[config.mk]
export PLATFORM = sky130hd
export DESIGN_NAME = teq_deadline
export DESIGN_NICKNAME = d
export VERILOG_FILES = /design/src/design/teq_pkg.sv /design/src/design/teq_deadline.sv
export SDC_FILE = /design/constraint.sdc
export NUM_CORES = 1
export LEC_CHECK = 0
export ABC_AREA = 1
export ABC_CLOCK_PERIOD_IN_PS = 8100
export BUFFER_PORTS_ARGS = -buffer_cell sky130_fd_sc_hd__buf_2
export CORE_MARGIN = 1
export CORE_UTILIZATION = 45
export CTS_BUF_LIST = sky130_fd_sc_hd__clkbuf_4
export CTS_CLUSTER_DIAMETER = 150
export CTS_CLUSTER_SIZE = 10
export DETAILED_ROUTE_END_ITERATION = 10
export GPL_TIMING_DRIVEN = 0
export PLACE_DENSITY = 0.61
export SYNTH_ARGS = -nofsm -noshare
export SYNTH_HDL_FRONTEND = slang
export SYNTH_SLANG_ARGS = --single-unit
[constraint.sdc]
create_clock -name clk -period 8.1 [get_ports clk]
set_input_delay 1.215 -clock clk [delete_from_list [all_inputs] [get_ports clk]]
set_output_delay 1.215 -clock clk [all_outputs]
set_load 0.02 [all_outputs]
[src/design/teq_pkg.sv]
// shared types, codes and constants of the timer event queue
`default_nettype none

package teq_pkg;

  localparam int unsigned QUEUE_DEPTH = 16;

  // command codes
  localparam logic [1:0] CMD_ADD    = 2'd0;
  localparam logic [1:0] CMD_POP    = 2'd1;
  localparam logic [1:0] CMD_REMOVE = 2'd2;
  localparam logic [1:0] CMD_QUERY  = 2'd3;

  // status codes
  localparam logic [1:0] ST_OK   = 2'd0;
  localparam logic [1:0] ST_MISS = 2'd1;
  localparam logic [1:0] ST_FULL = 2'd2;

  // time constants
  localparam logic [19:0] USEC_PER_SEC = 20'd1000000;
  localparam logic [19:0] USEC_MAX     = 20'd999999;
  localparam logic [9:0]  USEC_PER_MS  = 10'd1000;

  // divide by one million: drop 6 bits, then multiply by ceil(2^40 / 15625)
  localparam int unsigned PRE_SHIFT   = 6;
  localparam int unsigned RECIP_SHIFT = 40;
  localparam logic [26:0] RECIP_M     = 27'd70368745;
  localparam int unsigned QUO_W       = 13;

  // cycles of deadline arithmetic before the queue update
  localparam logic [1:0] DL_LAT = 2'd3;

  typedef struct packed {
    logic [1:0]  cmd;
    logic [31:0] event_handle;
    logic [31:0] event_payload;
    logic [21:0] delay_ms;
    logic [31:0] now_sec;
    logic [19:0] now_usec;
  } in_word_t;

  typedef struct packed {
    logic [1:0]  status;
    logic [31:0] out_handle;
    logic [31:0] out_payload;
    logic [31:0] wait_sec;
    logic [19:0] wait_usec;
    logic        head_due;
  } out_word_t;

  // one queue slot
  typedef struct packed {
    logic        vld;
    logic [31:0] sec;
    logic [19:0] usec;
    logic [31:0] handle;
    logic [31:0] payload;
  } teq_ent_t;

  // broadcast from the top level to every cell
  typedef struct packed {
    logic       upd;
    logic [1:0] cmd;
    teq_ent_t   ins;
  } teq_ctl_t;

  function automatic logic [19:0] clamp_usec(input logic [19:0] u);
    clamp_usec = (u > USEC_MAX) ? USEC_MAX : u;
  endfunction

endpackage

`default_nettype wire

[src/design/teq_deadline.sv]
// deadline arithmetic: now plus a delay in ms, microseconds normalized, seconds saturated
`default_nettype none

module teq_deadline (
  input  wire logic        clk,
  input  wire logic [21:0] delay_ms,
  input  wire logic [31:0] now_sec,
  input  wire logic [19:0] now_usec,
  output logic      [31:0] dl_sec,
  output logic      [19:0] dl_usec
);

  // stage 1: total microseconds
  logic [31:0] tu1_r, tu1_nxt;
  logic [31:0] ns1_r;
  // stage 2: whole seconds in the microsecond total
  logic [teq_pkg::QUO_W-1:0] q2_r, q2_nxt;
  logic [31:0] tu2_r;
  logic [31:0] ns2_r;
  logic [52:0] recip_prod;
  // stage 3: normalized, saturated deadline
  logic [31:0] dls_r, dls_nxt;
  logic [19:0] dlu_r, dlu_nxt;
  logic [31:0] qm;
  logic [31:0] rem;
  logic [32:0] ts;

  always_comb begin
    tu1_nxt = 32'(delay_ms) * 32'(teq_pkg::USEC_PER_MS) + 32'(now_usec);
  end

  always_comb begin
    recip_prod = 53'(tu1_r[31:teq_pkg::PRE_SHIFT]) * 53'(teq_pkg::RECIP_M);
    q2_nxt     = recip_prod[teq_pkg::RECIP_SHIFT +: teq_pkg::QUO_W];
  end

  always_comb begin
    qm  = 32'(q2_r) * 32'(teq_pkg::USEC_PER_SEC);
    rem = tu2_r - qm;
    ts  = {1'b0, ns2_r} + 33'(q2_r);
    if (ts[32]) begin
      dls_nxt = '1;
      dlu_nxt = teq_pkg::USEC_MAX;
    end else begin
      dls_nxt = ts[31:0];
      dlu_nxt = rem[19:0];
    end
  end

  always_ff @(posedge clk) begin
    tu1_r <= tu1_nxt;
    ns1_r <= now_sec;
    q2_r  <= q2_nxt;
    tu2_r <= tu1_r;
    ns2_r <= ns1_r;
    dls_r <= dls_nxt;
    dlu_r <= dlu_nxt;
  end

  assign dl_sec  = dls_r;
  assign dl_usec = dlu_r;

endmodule

`default_nettype wire

Word-level counts from Yosys, hierarchy flattened
Index checks and enable logic that the tools add are counted.
Widths: inputs -> output; s select.
- bits of input ports: 75
- output and inout port bits: 52
- bits in registers: 181
- logic and storage cells: 13
- multiply operators: 3
- add/sub/neg operators: 3
- operator list (operator ; count):
    $mul 26x27->53 const B ; 1
    $add 32x13->33 ; 1
    $add 32x20->32 ; 1
    $mul 22x7->29 const B ; 1
    $sub 20x20->20 ; 1
    $mul 13x14->14 const B ; 1

Depth between registers and ports, before layout
- depth after elaboration: 2
- gate-level depth with buffers: 28

Least setup slack after synthesis
OpenSTA, ideal clock, no wires.
- path type: input-to-reg
- from: in delay_ms[5]
- to: reg tu1_r[30]
- stages on the path: 27
- arrival: 5.773 ns
- buffers on the path: 0
- setup slack: 2.211 ns
- path through: inv_1 fa_1 fa_1 fa_1 fa_1 inv_1 ha_1 nand2_1 inv_1 a21oi_1 nand2_2 nand2_1 nand2_1 a21oi_1 xnor2_1 ha_1 nand2_1 nor2_1 nand2_1 inv_1 nand4_1 nand3_1 nand3_2 nor2_4 nand2_4 o21ai_1 nand2_1
- cells in the longest elaborated chain, start to end: 2
- ends and longest elaborated chain (what ; RTL line ; source):
    start: declaration ; teq_deadline.sv:6 ; input wire logic [21:0] delay_ms,
    $mul 22x7->29 ; teq_deadline.sv:29 ; tu1_nxt = 32'(delay_ms) * 32'(teq_pkg::USEC_PER_MS) + 32'(now_usec);
    $add 32x20->32 ; teq_deadline.sv:29 ;
    net tu1_nxt[30] ; teq_deadline.sv:14 ; logic [31:0] tu1_r, tu1_nxt;
    end signal: assignment ; teq_deadline.sv:51 ; tu1_r <= tu1_nxt;
    end: declaration ; teq_deadline.sv:14 ;
The timed path passes the listed nets, and every way through them passes these cells.
A chain may end at the register's enable or synchronous reset.

Worst setup path in the final report
- from: reg tu1_r[16]
- to: reg q2_r[9] (netlist bit)
- cells in the longest elaborated chain, start to end: 1
- ends and longest elaborated chain (what ; RTL line ; source):
    $mul 26x27->53 ; teq_deadline.sv:33 ; recip_prod = 53'(tu1_r[31:teq_pkg::PRE_SHIFT]) * 53'(teq_pkg::RECIP_M);
    net recip_prod[49] ; teq_deadline.sv:20 ; logic [52:0] recip_prod;
    end signal: assignment ; teq_deadline.sv:53 ; q2_r <= q2_nxt;
    end: declaration ; teq_deadline.sv:17 ; logic [teq_pkg::QUO_W-1:0] q2_r, q2_nxt;
The timed path passes the listed nets, and every way through them passes these cells.

==> summary.md <==
| Metric | Value |
|---|---|
| Worst reg2reg path startpoint | `tu1_r[16]` |
| First-pass GRT wire length | `94.0 mm` |
| Crit-path max FO | `6` |
| Largest area contributor in the netlist | `fa_1` |
| Post-synth top area share | `27.9%` |
| Drt pass-1 iters | `6` |
| Hold EP | `ns2_r[14]` |
| DRC Markers | `0` |
| RSZ-0062 raised after global routing | `no` |
| R2r worst-path depth | `23` |
| Largest cells by area after synthesis | `fa_1 28%, ha_1 21%, dfxtp_1 16%, inv_1 12%, nand2_1 6.5%` |
| CTS Sinks | `181` |
| Final Cycle Share | `between 80% and 90%` |
| Worst-skew pair later-pin latency | `630 ps` |
| Worst reg-to-reg setup slack | `roughly 1100 ps` |
| Hold Path Depth | `0` |
| Initial cell density of the core | `45.6%` |
| Required @ worst endpoint | `8680 ps` |
| IO Pins | `127` |
| Hold buffer count at cts | `0` |
| Post-synth EDFFs | `0` |
| Critical Setup Path Class | `reg2reg` |
| Vias/cell | `4.88` |
| Vias post-DR | `approximately 17000` |
| H-tree levels | `4` |
| Setup crit end kind | `register` |
| Final setup fails | `0` |
| Max-slew headroom | `between 20% and 30%` |
| DR iter-0 viols | `659` |
| Mapped cell area | `approximately 23000 um^2` |
| WL final | `57.9 mm` |
| Max cap viols | `0` |
| Syn nets | `3544` |
| Largest net degree at the start of global routing | `17` |
| Initial antenna violation count | `2` |
| CTS tree | `done` |
| Core area | `51300 um^2` |
| Slew @ Worst Pin | `approximately 1100 ps` |
| Critical path arrival | `7610 ps` |
| Ys Warns | `0` |
| Status | `finished clean` |
| FF-to-FF End | `q2_r[9]` |
| Total Routing Usage GR | `22.9%` |
| Fillers | `5055` |
| # nets final | `between 3000 and 4000` |
| Remaining Overflow, GRT | `0` |
| Hold WC Path Type | `reg2reg` |
| Area Overhead vs Synth | `7.47%` |
| Sequential fraction of the synthesis area | `15.5%` |
| PostCTS Resize Cnt | `0` |
| Post-route insts no fill | `3586` |
| FP Rows | `slightly above 80` |
| Avg Synthesized Cell Area | `8.51 um^2` |
| Clk pin slew, worst setup/hold paths | `150 ps` |
| Register bit total from synthesis | `between 150 and 200` |
| Tmin final | `7030 ps` |
| Most frequent cells in the layout | `745 x inv_1, 403 x nand2_1, 395 x ha_1` |
| Max Buffers Root-to-Sink | `2` |
| Clock root cell | `clkbuf_4` |
| GPL Wtd Cong | `0.950` |
| CP startpoint kind | `register` |
| Avg WL per Cell | `16.1 um` |
| DRT antenna net count | `0` |
| FFs w/ async S/R, synth | `0%` |
| CTS Buf Count | `17` |
| Synthesized instance count | `~2700` |
| Worst hold start | `ns1_r[14]` |
| Clk_skew | `approximately 15 ps` |
| Synth unique cells | `between 40 and 50` |
| Fin. max-slew vios | `0` |
| Layout cells sized above 1 | `7.30%` |
| DP HPWL | `between 50 and 60 mm` |
| Ys flop type | `dfxtp_1` |
| Area of the die | `~53000 um^2` |
| Port bufs | `126` |
| Placed insts | `approximately 3600` |
| Post-CTS setup repair buffer count | `0` |
| DIE WIDTH | `230 um` |
| Final hold violations | `0` |
| Die H | `230 um` |
| Commonest non-fill, non-tap cell in the layout | `inv_1` |
| Sum Neg Setup Slack | `0 ps` |
| Vias in the first global route | `18596` |
| Highest Clock Rate | `0.142 GHz` |
==> critical path, stage by stage (launching register included) <==
cell and delay [ps]:
dfxtp_1 720, inv_1 340, fa_1 650, inv_1 120
fa_1 450, fa_1 560, inv_1 70, fa_1 500
inv_1 50, fa_1 490, fa_1 520, inv_1 60
fa_1 640, inv_1 80, ha_1 320, nand2_1 110
nor2_1 220, inv_1 70, nor2_1 140, inv_1 70
nor3_1 160, a21boi_0 410, o21ai_0 140, nand2_1 80
==> per-stage QoR <==
stage	hold slack [ps]	instance area, um^2	worst slack [ps]	utilization [%]
global placement	311	24900	1250	48.4
global route	345	25100	869	49.0
finish	337	25100	1070	49.0
floorplan	310	23400	2210	-
CTS	342	25100	1180	49.0
detailed placement	312	24900	1230	48.4
==> cell families after synthesis <==
logic type | synth area share, %
flip-flops | 15.5
AND/OR/NAND/NOR | 13.7
XOR/XNOR | 3.37
adder cells (fa/ha/maj) | 49.1
multiplexers | 0.0428
buffers and inverters | 12.1
AO/OA/AOI/OAI | 6.24
==> synth_stat cells (all sizes together) (3+ instances only) <==
cell	n
inv	747
nand2	415
ha	395
fa	326
dfxtp	181
nor2	150
a21oi	132
nand3	79
o21ai	71
xor2	55
xnor2	34
nand4	33
or2	26
nor3	20
o21bai	16
a21o	13
a31oi	12
nor4	9
o21a	6
nand3b	5
a21boi	4
and2	4
buf	4
o2111ai	3
==> area by class of cell <==
class                           count  area (um^2)  share of cell area (%)
Tap cell                          680          851                    3.39
Buffer                              4         20.0                  0.0797
Sequential cell                   181         3620                    14.4
Clock buffer                       18          135                   0.538
Timing Repair Buffer              126          631                    2.51
Clock inverter                     12          124                   0.493
Multi-Input combinational cell   1816        16900                    67.4
Antenna cell                        2         5.00                  0.0199
Inverter                          747         2800                    11.2
==> layer usage <==
layer	GRT usage, %	routed length (um)
met4	6.87	1510
met5	0	0
met2	41.6	29100
met3	3.82	2150
met1	27.4	25100
==> worst max path at each step <==
stage           startpoint   endpoint  slack (ps)  cells past startpoint
3_3_place_gp     tu1_r[16]    q2_r[9]        1250                     23
2_1_floorplan  delay_ms[5]  tu1_r[30]        2210                     27
3_5_place_dp   delay_ms[5]  tu1_r[28]        1230                     26
4_1_cts          tu1_r[16]    q2_r[9]        1180                     23
5_1_grt          tu1_r[16]    q2_r[9]         870                     23
6_report         tu1_r[16]    q2_r[9]        1070                     23
==> sequential cells by signal, indices dropped and copies added (netlist names) <==
register / cells
dl_sec: 32
dl_usec: 20
ns1_r: 32
ns2_r: 32
q2_r: 13
tu1_r: 32
tu2_r: 20
Power is not shown: default switching activity piles up to over one toggle a cycle in this logic, so the estimate is an artifact.
