<file path="config.mk">
export PLATFORM = sky130hd
export DESIGN_NAME = teq_cell
export DESIGN_NICKNAME = d
export VERILOG_FILES = /design/src/design/teq_pkg.sv /design/src/design/teq_cell.sv
export SDC_FILE = /design/constraint.sdc
export NUM_CORES = 1
export LEC_CHECK = 0
export BUFFER_PORTS_ARGS = -buffer_cell sky130_fd_sc_hd__buf_2
export CORE_AREA = 2 2 183 185
export DETAILED_ROUTE_END_ITERATION = 16
export DIE_AREA = 0 0 185 187
export SETUP_SLACK_MARGIN = 0.2
export SYNTH_ARGS = -nofsm -noshare
export SYNTH_HDL_FRONTEND = slang
export SYNTH_SLANG_ARGS = --single-unit
</file>
<file path="constraint.sdc">
create_clock -name clk -period 4.82 [get_ports clk]
set_clock_uncertainty 0.15 [all_clocks]
set_input_delay 0.723 -clock clk [delete_from_list [all_inputs] [get_ports clk]]
set_output_delay 0.723 -clock clk [all_outputs]
set_load 0.01 [all_outputs]
</file>
<file path="src/design/teq_pkg.sv">
// shared types, codes and constants of the timer event queue
`default_nettype none

package teq_pkg;

  localparam int unsigned QUEUE_DEPTH = 16;

  // command codes
  localparam logic [1:0] CMD_ADD    = 2'd0;
  localparam logic [1:0] CMD_POP    = 2'd1;
  localparam logic [1:0] CMD_REMOVE = 2'd2;
  localparam logic [1:0] CMD_QUERY  = 2'd3;

  // status codes
  localparam logic [1:0] ST_OK   = 2'd0;
  localparam logic [1:0] ST_MISS = 2'd1;
  localparam logic [1:0] ST_FULL = 2'd2;

  // time constants
  localparam logic [19:0] USEC_PER_SEC = 20'd1000000;
  localparam logic [19:0] USEC_MAX     = 20'd999999;
  localparam logic [9:0]  USEC_PER_MS  = 10'd1000;

  // divide by one million: drop 6 bits, then multiply by ceil(2^40 / 15625)
  localparam int unsigned PRE_SHIFT   = 6;
  localparam int unsigned RECIP_SHIFT = 40;
  localparam logic [26:0] RECIP_M     = 27'd70368745;
  localparam int unsigned QUO_W       = 13;

  // cycles of deadline arithmetic before the queue update
  localparam logic [1:0] DL_LAT = 2'd3;

  typedef struct packed {
    logic [1:0]  cmd;
    logic [31:0] event_handle;
    logic [31:0] event_payload;
    logic [21:0] delay_ms;
    logic [31:0] now_sec;
    logic [19:0] now_usec;
  } in_word_t;

  typedef struct packed {
    logic [1:0]  status;
    logic [31:0] out_handle;
    logic [31:0] out_payload;
    logic [31:0] wait_sec;
    logic [19:0] wait_usec;
    logic        head_due;
  } out_word_t;

  // one queue slot
  typedef struct packed {
    logic        vld;
    logic [31:0] sec;
    logic [19:0] usec;
    logic [31:0] handle;
    logic [31:0] payload;
  } teq_ent_t;

  // broadcast from the top level to every cell
  typedef struct packed {
    logic       upd;
    logic [1:0] cmd;
    teq_ent_t   ins;
  } teq_ctl_t;

  function automatic logic [19:0] clamp_usec(input logic [19:0] u);
    clamp_usec = (u > USEC_MAX) ? USEC_MAX : u;
  endfunction

endpackage

`default_nettype wire

</file>
<file path="src/design/teq_cell.sv">
// one slot of the sorted queue, shifting toward or away from the head
`default_nettype none

module teq_cell (
  input  wire logic              clk,
  input  wire logic              rst_n,
  input  wire teq_pkg::teq_ctl_t ctl,
  input  wire teq_pkg::teq_ent_t prev_ent,
  input  wire teq_pkg::teq_ent_t next_ent,
  input  wire logic              prev_gt,
  input  wire logic              hit_in,
  output logic                   gt_out,
  output logic                   hit_out,
  output teq_pkg::teq_ent_t      ent
);

  teq_pkg::teq_ent_t ent_r, ent_nxt;

  // new deadline strictly later than ours: new word goes somewhere behind us
  assign gt_out  = ent_r.vld &&
                   ({ctl.ins.sec, ctl.ins.usec} > {ent_r.sec, ent_r.usec});
  // first handle match from the head
  assign hit_out = hit_in || (ent_r.vld && (ent_r.handle == ctl.ins.handle));

  always_comb begin
    ent_nxt = ent_r;
    if (ctl.upd) begin
      case (ctl.cmd)
        teq_pkg::CMD_ADD: begin
          if (!gt_out) begin
            ent_nxt = prev_gt ? ctl.ins : prev_ent;
          end
        end
        teq_pkg::CMD_POP: begin
          ent_nxt = next_ent;
        end
        teq_pkg::CMD_REMOVE: begin
          if (hit_out) begin
            ent_nxt = next_ent;
          end
        end
        default: begin
          ent_nxt = ent_r;
        end
      endcase
    end
  end

  always_ff @(posedge clk) begin
    if (!rst_n) begin
      ent_r <= '0;
    end else begin
      ent_r <= ent_nxt;
    end
  end

  assign ent = ent_r;

endmodule

`default_nettype wire

</file>
Word-level counts from Yosys, hierarchy flattened. Cells that the tools add are included.

Register bits after elaboration: 117. Output and inout bits: 119.

$lt $le $gt $ge: 1. Equal/unequal tests: 5. Muxes and demuxes: 4. Reductions and logical operators: 6.

Operator list (number): 117-bit two-way mux (3); 117-bit one-hot mux with 3 select lines (1); 52-bit greater-than comparator (1); 32-bit equality test (1); 2-bit != test, second input constant (2); 4-bit AND reduction (1); 3-bit nonzero test (1); 2-bit by 1-bit equality test with 1-bit output, second input constant (1); 2-bit equality test, second input constant (1); 1-bit logical AND (2); 2-bit zero test (1); 1-bit logical OR (1).

Logic depth before layout (Yosys ltp). Gate-level depths: netlist of run 1.

Depth after elaboration: 5. Gate-level depth with buffers: 12.

Worst setup path after synthesis of run 1. OpenSTA, ideal clock, no wires.

Path type: input to output. From: input ctl[111] in the netlist's numbering. To: output gt_out. Arrival: 2.503 ns. Required time: 3.947 ns. Slack: 1.444 ns. Cell stages on the path: 7. Buffers on the path: 0. Path through: ha_1 nand4_1 nor4_4 nand4_1 or4_1 o2111ai_1 o21a_1.

Longest elaborated chain between the ends: 2.

Ends and longest elaborated chain: start: declaration (line teq_cell.sv:7) `input wire teq_pkg::teq_ctl_t ctl,`; 52-bit greater-than comparator (line teq_cell.sv:21) `({ctl.ins.sec, ctl.ins.usec} > {ent_r.sec, ent_r.usec});`; 1-bit logical AND (line teq_cell.sv:20) `assign gt_out = ent_r.vld &&`; end: declaration (line teq_cell.sv:12) `output logic gt_out,`.

Every way passes these cells.

Worst setup path in the final report of run 1.
From: register ent_r (netlist bit ent[112]). To: output gt_out.

Longest elaborated chain between the ends: 2.

Ends and longest elaborated chain: start: declaration (line teq_cell.sv:17) `teq_pkg::teq_ent_t ent_r, ent_nxt;`; start signal: assignment (line teq_cell.sv:53) `ent_r <= ent_nxt;`; 52-bit greater-than comparator (line teq_cell.sv:21); 1-bit logical AND (line teq_cell.sv:20).

Every way passes these cells.

==> results.yml, run 1 <==
synth:
  synth_cells: 1169
  syn-num-nets: 1582
  synth_area_leader_cell: "dfxtp_1"
  yosysSeqAreaShare: 0.2618
  synth.distinct_cells: 42
  avgSynthCellArea_um2: 7.654
  yosysWarnings: 0
  ys_top_cells_by_area: "dfxtp_1 (26%), mux2i_1 (13%), a41o_1 (13%)"
  ys_async_sr_fraction: 0
  synth-main-ff-cell: "dfxtp_1"
  synth.ff_latch_count: 117
  synth_top_cell_area_share: 0.2618
  synth_edf_count: 0
  syn_area_um2: 8947
timing:
  finalMaxSlewViolations: 0
  rsz0062_at_grt: "no"
  slew-limit-headroom: 0.4996
  worstMarginPinSlew_ps: 750.5
  finalHoldViolCount: 0
  fin_crit_sh: 0.8497
  tns_ps: 0
  setup_viol: 0
  fmax_mhz: 244.2
  period_minus_slack_ps: 4096
setup_path:
  critPathKind: "register to output pin"
  crit_required_ps: 3950
  start_kind: "register"
  rr_startpoint: "ent[112]$_SDFFE_PN0P_"
  cp_data_arrival_time_ps: 3220
  worstReg2RegEnd: "ent[30]$_SDFFE_PN0P_"
  end_kind: "output pin"
  regToRegSetupSlack_ps: 1260
  path_max_fanout: 3
  reg2regPathDepth: 10
global_routing:
  grt_pass1_wl_mm: 53.40
  grt_pass1_vias: 9634
  antenna_found_initial: 5
  grt-ovfl-total: 0
  grt_max_degree: 131
  grt_use_total: 0.1992
floorplan:
  chipWidth_um: 185
  dieHeight_um: 187
  initial_core_util: 0.2723
  io_pins: 477
  fp.dieArea_um2: 34600
  core_region_area_um2: 32860
  row_count: 67
clock_tree:
  clkLatencyLatePin_ps: 440
  cts_sinks: 117
  numCtsBuffers: 17
  cts_resized: 0
  clock_path_buffers: 2
  clkTransAtPathRegs_ps: 50
  cts_tree: "built"
  ctsHoldBuffers: 0
  cts-root-buf: "clkbuf_16"
  htreeDepth: 4
  post_cts_buffers: 0
power_and_ir_drop:
  power_frac_seq: 0.329
  p_int_uw: 2272
  power_frac_comb: 0.275
  clock_power_share: 0.395
  leakage_uw: 0.006716
  sw_frac_of_total: 0.3191
  p_sw_uw: 1065
  p_per_area_nw_per_um2: 271.6
  vdd_drop_max_v: 0.0002142
placed_design:
  dpl.cell_count: 1995
  gp_congestion: 0.8591
  hpwlAfterDp_mm: 27.26
  io_buffers: 476
cells_and_area:
  largest_reg_flops: 117
  final_cell_count_no_fill: 2029
  drive_gt1_frac: 0.3346
  area.growth.synth_to_final_pct: 37.32
  nets: 1979
route:
  via_count: 10136
  dr.pass1.iters: 6
  vias_per_cell: 4.996
  route.detailed.drc: 0
  drtIter0Drc: 397
  routed_wirelength_mm: 35.43
  ant_nets: 0
  routedWlPerCell_um: 17.46
hold_path:
  hold_depth: 3
  min_path_type: "register to register"
  min_from: "ent[19]$_SDFFE_PN0P_"
  hold_path_end: "ent[19]$_SDFFE_PN0P_"
run:
  maxCapViolations: 0
outcome:
  status: "completed"
==> routing by layer <==
layer	global-route usage	vias to the layer above	share of wire
met1	0.2354	4688	0.42
met3	0.05062	37	0.065
met5	0	-	0.00037
met2	0.3470	348	0.49
met4	0.06929	2	0.022
li1	-	5061	-
==> worst max path at each step <==
| stage | depth (start not counted) | end | startpoint |
|---|---|---|---|
| 2_1_floorplan | 7 | gt_out | ctl[111] |
| 3_3_place_gp | 9 | gt_out | ctl[112] |
| 3_5_place_dp | 9 | gt_out | ctl[112] |
| 4_1_cts | 9 | gt_out | ent[112]$_SDFFE_PN0P_ |
| 5_1_grt | 9 | gt_out | ent[112]$_SDFFE_PN0P_ |
| 6_report | 9 | gt_out | ent[112]$_SDFFE_PN0P_ |
==> critical path, stage by stage (launching register included) <==
cell	delay [ps]
dfxtp_1	380
inv_1	130
ha_1	320
nand4_2	200
nor4_4	450
nand4_1	240
or4_1	570
o2111ai_1	160
o21a_1	190
buf_2	140
==> layout by cell type (no fill, tap or decap), drive strengths merged, types with 4 or more instances in the layout <==
master and instances:
dfxtp 117, a21oi 136, inv 59, ha 55
clkbuf 23, a41o 116, nand4 15, a21o 4
nand3 7, o21ai 121, buf 493, xnor2 27
nand2 243, mux2i 117
==> cell families after synthesis <==
family	synth area share
buffers and inverters	0.07593
adder cells (fa/ha/maj)	0.07691
flip-flops	0.2618
AO/OA/AOI/OAI	0.2958
multiplexers	0.1309
AND/OR/NAND/NOR	0.1303
XOR/XNOR	0.02839
==> stage by stage <==
stage          worst slack [ps]  total power (µW)  hold WS, ps  instance area [µm²]    util
2_1_floorplan              1444              1639        446.2                 8947       -
3_3_place_gp              789.6              2028        421.4                11680  0.3555
3_5_place_dp              728.2              2047        435.7                11680  0.3555
4_1_cts                   587.6              3395        458.4                12280  0.3737
5_1_grt                   501.9              3534        494.4                12290  0.3739
6_report                  724.2              3337        453.5                12290  0.3739
==> synth_stat cells (all sizes together) (2+ instances only) <==
| library cell | count |
|---|---|
| nand2 | 243 |
| a221oi | 2 |
| buf | 24 |
| o21ai | 121 |
| nor3 | 2 |
| nor2b | 2 |
| xnor2 | 27 |
| dfxtp | 117 |
| and4 | 3 |
| clkbuf | 91 |
| a21o | 4 |
| o211ai | 3 |
| ha | 55 |
| a21oi | 136 |
| nand4 | 15 |
| a41o | 116 |
| nand3 | 7 |
| o21a | 3 |
| inv | 59 |
| nor2 | 3 |
| nor4 | 3 |
| a21boi | 2 |
| xor2 | 2 |
| mux2i | 117 |
==> power groups by stage <==
stage                     clock network, µW  registers, µW  logic [µW]
after floorplan                           0           1150         493
after global placement                    0           1120         911
after detailed placement                  0           1120         928
after CTS                              1360           1100         932
after global routing                   1400           1110        1020
final                                  1320           1100         918
==> layout make-up <==
cell class | count | area (µm²)
Fill cell | 3488 | 20570
Multi-Input combinational cell | 878 | 5949
Timing Repair Buffer | 493 | 2610
Sequential cell | 117 | 2342
Tap cell | 448 | 560.5
Clock buffer | 23 | 498.0
Inverter | 59 | 221.5
Clock inverter | 8 | 97.59
Antenna cell | 3 | 7.507
(Power assumes the default switching activity.)
==> run 2: changes to the inputs <==
ABC_AREA = 1   (was not set)
CORE_AREA = 2 2 185 187   (was 2 2 183 185)
DIE_AREA = 0 0 187 189   (was 0 0 185 187)
clock period = 3.67 ns   (was 4.82 ns; I/O delays follow)
==> results.yml, run 2 <==
setup_path:
  start_kind: "register"
  crit_required_ps: 2970
  end_kind: "output pin"
  worstReg2RegEnd: "ent[27]$_SDFFE_PN0P_"
  reg2regPathDepth: 14
  path_max_fanout: 3
  cp_data_arrival_time_ps: 2390
  regToRegSetupSlack_ps: 830
  critPathKind: "register to output pin"
  rr_startpoint: "ent[115]$_SDFFE_PN0P_"
route:
  via_count: 10740
  dr.pass1.iters: 5
  routedWlPerCell_um: 15.00
  ant_nets: 0
  vias_per_cell: 4.657
  route.detailed.drc: 0
  drtIter0Drc: 523
  routed_wirelength_mm: 34.59
synth:
  synth-main-ff-cell: "dfxtp_1"
  yosysWarnings: 0
  synth_most_common_cell: "nand2_1"
  synth_area_leader_cell: "dfxtp_1"
  synthTopCellsByCount: "nand2_1 (326), nor2_1 (164), a21oi_1 (150)"
  avgSynthCellArea_um2: 6.625
  synth_edf_count: 0
  synth.distinct_cells: 29
  ys_top_cells_by_area: "dfxtp_1 (25%), nand2_1 (13%), mux2i_1 (11%)"
  synth_top_cell_area_share: 0.2497
  syn-num-nets: 1829
  ys_async_sr_fraction: 0
  synth_cells: 1416
  syn_area_um2: 9381
  synth.ff_latch_count: 117
  yosysSeqAreaShare: 0.2497
cells_and_area:
  final_common_cell: "buf_2"
  multi_input_area_um2: 6148
  seqCellArea_um2: 2342
  fill_cells: 3567
  area.growth.synth_to_final_pct: 38.42
  final_cell_count_no_fill: 2306
  final_cell_mix: "buf_2 (474), nand2_1 (326), nor2_1 (164), a21oi_1 (150), nand3_1 (129)"
  nets: 2256
  drive_gt1_frac: 0.2953
  post-route-util: 0.3902
  largest_reg_flops: 117
placed_design:
  gp_congestion: 0.9663
  hpwlAfterDp_mm: 27.63
  io_buffers: 476
  dpl.cell_count: 2272
global_routing:
  grt_pass1_wl_mm: 53.47
  grt_use_total: 0.1879
  grt_max_degree: 107
  antenna_found_initial: 4
  grt_pass1_vias: 10154
  grt-ovfl-total: 0
clock_tree:
  htreeDepth: 4
  clkTransAtPathRegs_ps: 60
  cts_tree: "built"
  cts-root-buf: "clkbuf_16"
  clkLatencyLatePin_ps: 410
  numCtsBuffers: 17
  clock_path_buffers: 2
  ctsHoldBuffers: 0
  cts_sinks: 117
power_and_ir_drop:
  p_per_area_nw_per_um2: 371.8
  total_power_uw: 4828
  leakage_uw: 0.006794
  vdd_drop_max_v: 0.0002835
floorplan:
  row_count: 67
  dieHeight_um: 189
  io_pins: 477
  core_region_area_um2: 33280
  initial_core_util: 0.2819
  fp.dieArea_um2: 35340
  chipWidth_um: 187
timing:
  period_minus_slack_ps: 3086
  rsz0062_at_grt: "no"
  fin_crit_sh: 0.8409
  tns_ps: 0
  finalHoldViolCount: 0
  setup_viol: 0
  holdWs_ps: 330.3
  slew-limit-headroom: 0.5866
  finalMaxSlewViolations: 0
  worstMarginPinSlew_ps: 620.0
  fmax_mhz: 324.0
outcome:
  status: "completed"
hold_path:
  min_from: "ent[0]$_SDFFE_PN0P_"
  hold_depth: 2
  hold_path_end: "ent[0]$_SDFFE_PN0P_"
  min_path_type: "register to register"
run:
  maxCapViolations: 0
[run 2: what timing repair did]
item | CTS | global route
gates resized for setup | 0 | 1
setup buffers | 0 | 0
setup endpoints to repair | 0 | 1
[run 2: how the worst max path moves through the flow]
stage,start,endpoint,depth (start not counted)
2_1_floorplan,ctl[115],ent[32]$_SDFFE_PN0P_,12
3_3_place_gp,ctl[83],ent[30]$_SDFFE_PN0P_,13
3_5_place_dp,ctl[83],ent[30]$_SDFFE_PN0P_,13
4_1_cts,ent[82]$_SDFFE_PN0P_,gt_out,9
5_1_grt,ent[115]$_SDFFE_PN0P_,gt_out,10
6_report,ent[115]$_SDFFE_PN0P_,gt_out,10
[run 2: final cells by class]
type / instances / share of cell area
clock buffer: 20 / 0.03440
antenna: 2 / 0.0003854
multi-input combinational: 1084 / 0.4735
clock inverter: 12 / 0.01542
timing repair buffer: 512 / 0.2203
tap: 448 / 0.04316
sequential: 117 / 0.1804
inverter: 111 / 0.03247
[run 2: routing by layer]
layer	GRT usage	vias to the layer above	wire, µm
li1	-	5530	-
met1	0.2294	4838	14940
met2	0.3350	328	16940
met3	0.03392	40	1923
met4	0.05739	4	757
met5	0	-	27
[run 2: logic make-up (layout without fill, tap and decap cells)]
group	count (synthesis)	in the layout	synth area share
adder cells (fa/ha/maj)	55	55	0.07335
flip-flops	117	117	0.2497
XOR/XNOR	12	12	0.01120
multiplexers	105	105	0.1120
other	0	2	0
AO/OA/AOI/OAI	283	283	0.1836
AND/OR/NAND/NOR	629	629	0.2733
buffers and inverters	215	655	0.09682
[run 2: power by group]
part / leakage (µW) / internal [µW] / switching [µW] / total, µW
sequential: 0.000968 / 1390 / 94.3 / 1480
combinational: 0.00552 / 667 / 797 / 1460
clock: 0.000307 / 1230 / 655 / 1880
[run 2: stage by stage]
stage	cell area, µm²	setup WS (ps)
2_1_floorplan	9382	1347
3_3_place_gp	12330	373.2
3_5_place_dp	12330	413.2
4_1_cts	12980	362.0
5_1_grt	12990	246.4
6_report	12990	584.1
[run 2: worst max-delay path: stages (launching register included)]
cell and delay (ps):
dfxtp_1 360, inv_1 50, ha_1 310, nand4_1 230, nor2_1 230, nand3_1 130, nor2_1 170, nand2_1 90
nand3_2 100, and2_1 140, buf_2 170
==> run 3: changes to the inputs <==
clock period = 2.6 ns   (was 3.67 ns; I/O delays follow)
==> results.yml, run 3 (synthesis gave the netlist of run 2 again) <==
power_and_ir_drop:
  vdd_drop_max_v: 0.0003982
  leakage_uw: 0.007585
  p_per_area_nw_per_um2: 476.4
cells_and_area:
  nets: 2342
  fill_cells: 3326
  final_cell_mix: "buf_2 (472), nand2_1 (312), nor2_1 (151), o21a_1 (106), mux2i_1 (105)"
  drive_gt1_frac: 0.4629
  multi_input_area_um2: 7201
  seqCellArea_um2: 2410
  largest_reg_flops: 117
  final_cell_count_no_fill: 2392
  final_common_cell: "buf_2"
  stdcell_area_um2: 15160
  area.growth.synth_to_final_pct: 61.58
route:
  via_count: 11324
  routed_wirelength_mm: 38.30
  dr_wl_met2_mm: 18.85
  vias_per_cell: 4.734
  ant_nets: 0
  route.detailed.drc: 0
  wl_met1_mm: 16.51
  wl_met3_mm: 1.935
  routedWlPerCell_um: 16.01
  dr.pass1.iters: 5
  top_layer: "met5"
  drtIter0Drc: 525
setup_path:
  critPathKind: "register to register"
  cp_slowest_cell: "dfxtp_2"
  start_kind: "register"
  critPathMaxStageDelay_ps: 350
  crit_required_ps: 2800
  path_max_fanout: 10
  worstReg2RegEnd: "ent[15]$_SDFFE_PN0P_"
  rr_startpoint: "ent[98]$_SDFFE_PN0P_"
  crit_path_start: "ent[98]$_SDFFE_PN0P_"
  regToRegSetupSlack_ps: -50
  cp_data_arrival_time_ps: 2850
  end_kind: "register"
  cp-endpoint: "ent[15]$_SDFFE_PN0P_"
  reg2regPathDepth: 17
  path_cells: "inv_1, ha_4, nand4_1, nor2_2, nand3b_1, nor2_4, nand2_2, nand3_2, buf_6, buf_6, nand3_4, buf_12, buf_12, buf_16, nand3_2, nand2_1, nor2_1"
outcome:
  status: "finished with violations"
  violations: "setup timing"
clock_tree:
  cts-root-buf: "clkbuf_16"
  cts_tree: "built"
  numCtsBuffers: 17
  clock_path_buffers: 2
  clkLatencyLatePin_ps: 420
  htreeDepth: 4
  cts_sinks: 117
  clkTransAtPathRegs_ps: 70
  ctsHoldBuffers: 0
global_routing:
  grt_pass1_wl_mm: 56.72
  antenna_found_initial: 3
  grt_pass1_vias: 10732
  grt_max_degree: 54
  grt_use_total: 0.2018
  grt-ovfl-total: 0
floorplan:
  io_pins: 477
  dieHeight_um: 189
  fp.dieArea_um2: 35340
  chipWidth_um: 187
  core_region_area_um2: 33280
  row_count: 67
  initial_core_util: 0.2819
timing:
  setup_ws_ps: -54.22
  finalHoldViolCount: 0
  fin_crit_sh: 1.021
  worstMarginPinSlew_ps: 570.7
  fmax_mhz: 376.8
  rsz0062_at_grt: "yes"
  finalMaxSlewViolations: 0
  slew-limit-headroom: 0.6195
  period_minus_slack_ps: 2654
  setup_viol: 29
hold_path:
  min_from: "next_ent[32]"
  min_path_type: "input port to register"
placed_design:
  dpl.cell_count: 2320
  place_area_um2: 12760
  hpwlAfterDp_mm: 29.35
  io_buffers: 476
  gp_congestion: 0.9810
run:
  maxCapViolations: 0
## run 3: changes by cell type in the layout (fill, tap and decap cells not counted), sizes merged
cell    change
clkbuf      +4
inv         -1
bufinv      -1
buf        +82
clkinv      +2
## run 3: critical path, delay by kind of cell (launching register included)
family / cells / cell delay [ps]
adder cells (fa/ha/maj): 1 / 280
buffers and inverters: 6 / 720
flip-flops: 1 / 350
AND/OR/NAND/NOR: 10 / 1080
## run 3: where the power goes
part           internal, µW  switching (µW)  leakage, µW  total, µW
sequential             1970             142     0.000985       2120
combinational          1220            1340      0.00631       2550
clock                  1610             943     0.000291       2550
## run 3: layout make-up
type	count	area share
antenna	2	0.0003302
tap	448	0.03698
timing repair buffer	598	0.2603
multi-input combinational	1084	0.4750
clock buffer	20	0.02881
sequential	117	0.1590
inverter	111	0.02782
clock inverter	12	0.01180
## run 3: worst min-delay path by stage
stage / endpoint / slack [ps] / cells past startpoint
final: ent[32]$_SDFFE_PN0P_ / 180 / 5
after global routing: ent[32]$_SDFFE_PN0P_ / 180 / 5
after CTS: ent[32]$_SDFFE_PN0P_ / 160 / 5
after floorplan: ent[30]$_SDFFE_PN0P_ / 370 / 2
after global placement: ent[11]$_SDFFE_PN0P_ / 310 / 2
after detailed placement: ent[8]$_SDFFE_PN0P_ / 320 / 2
## run 3: timing repair
| action | 4_1_cts | 5_1_grt |
|---|---|---|
| gates resized for setup | 197 | 138 |
| setup endpoints to repair | 119 | 119 |
| buffers inserted | 20 | 9 |
| pin swaps | 55 | 115 |
| cloned | 4 | 5 |
## run 3: through the flow
| step | utilization | hold slack, ps | TNS (ps) | setup WS (ps) | power, µW |
|---|---|---|---|---|---|
| after global placement | 0.3835 | 307.9 | -21650 | -226.7 | 4300 |
| after floorplan | - | 368.6 | 0 | 396.8 | 3373 |
| after detailed placement | 0.3835 | 315.0 | -31160 | -317.7 | 4328 |
| after CTS | 0.4331 | 155.5 | -36.70 | -36.70 | 7118 |
| after global routing | 0.4555 | 178.3 | -14220 | -193.3 | 7637 |
| final | 0.4555 | 181.1 | -830.7 | -54.22 | 7221 |
## run 3: layer usage
metal / vias to the layer above / GRT usage
li1: 5720 / -
met1: 5211 / 0.2445
met2: 335 / 0.3560
met3: 56 / 0.04171
met4: 2 / 0.06624
met5: - / 0
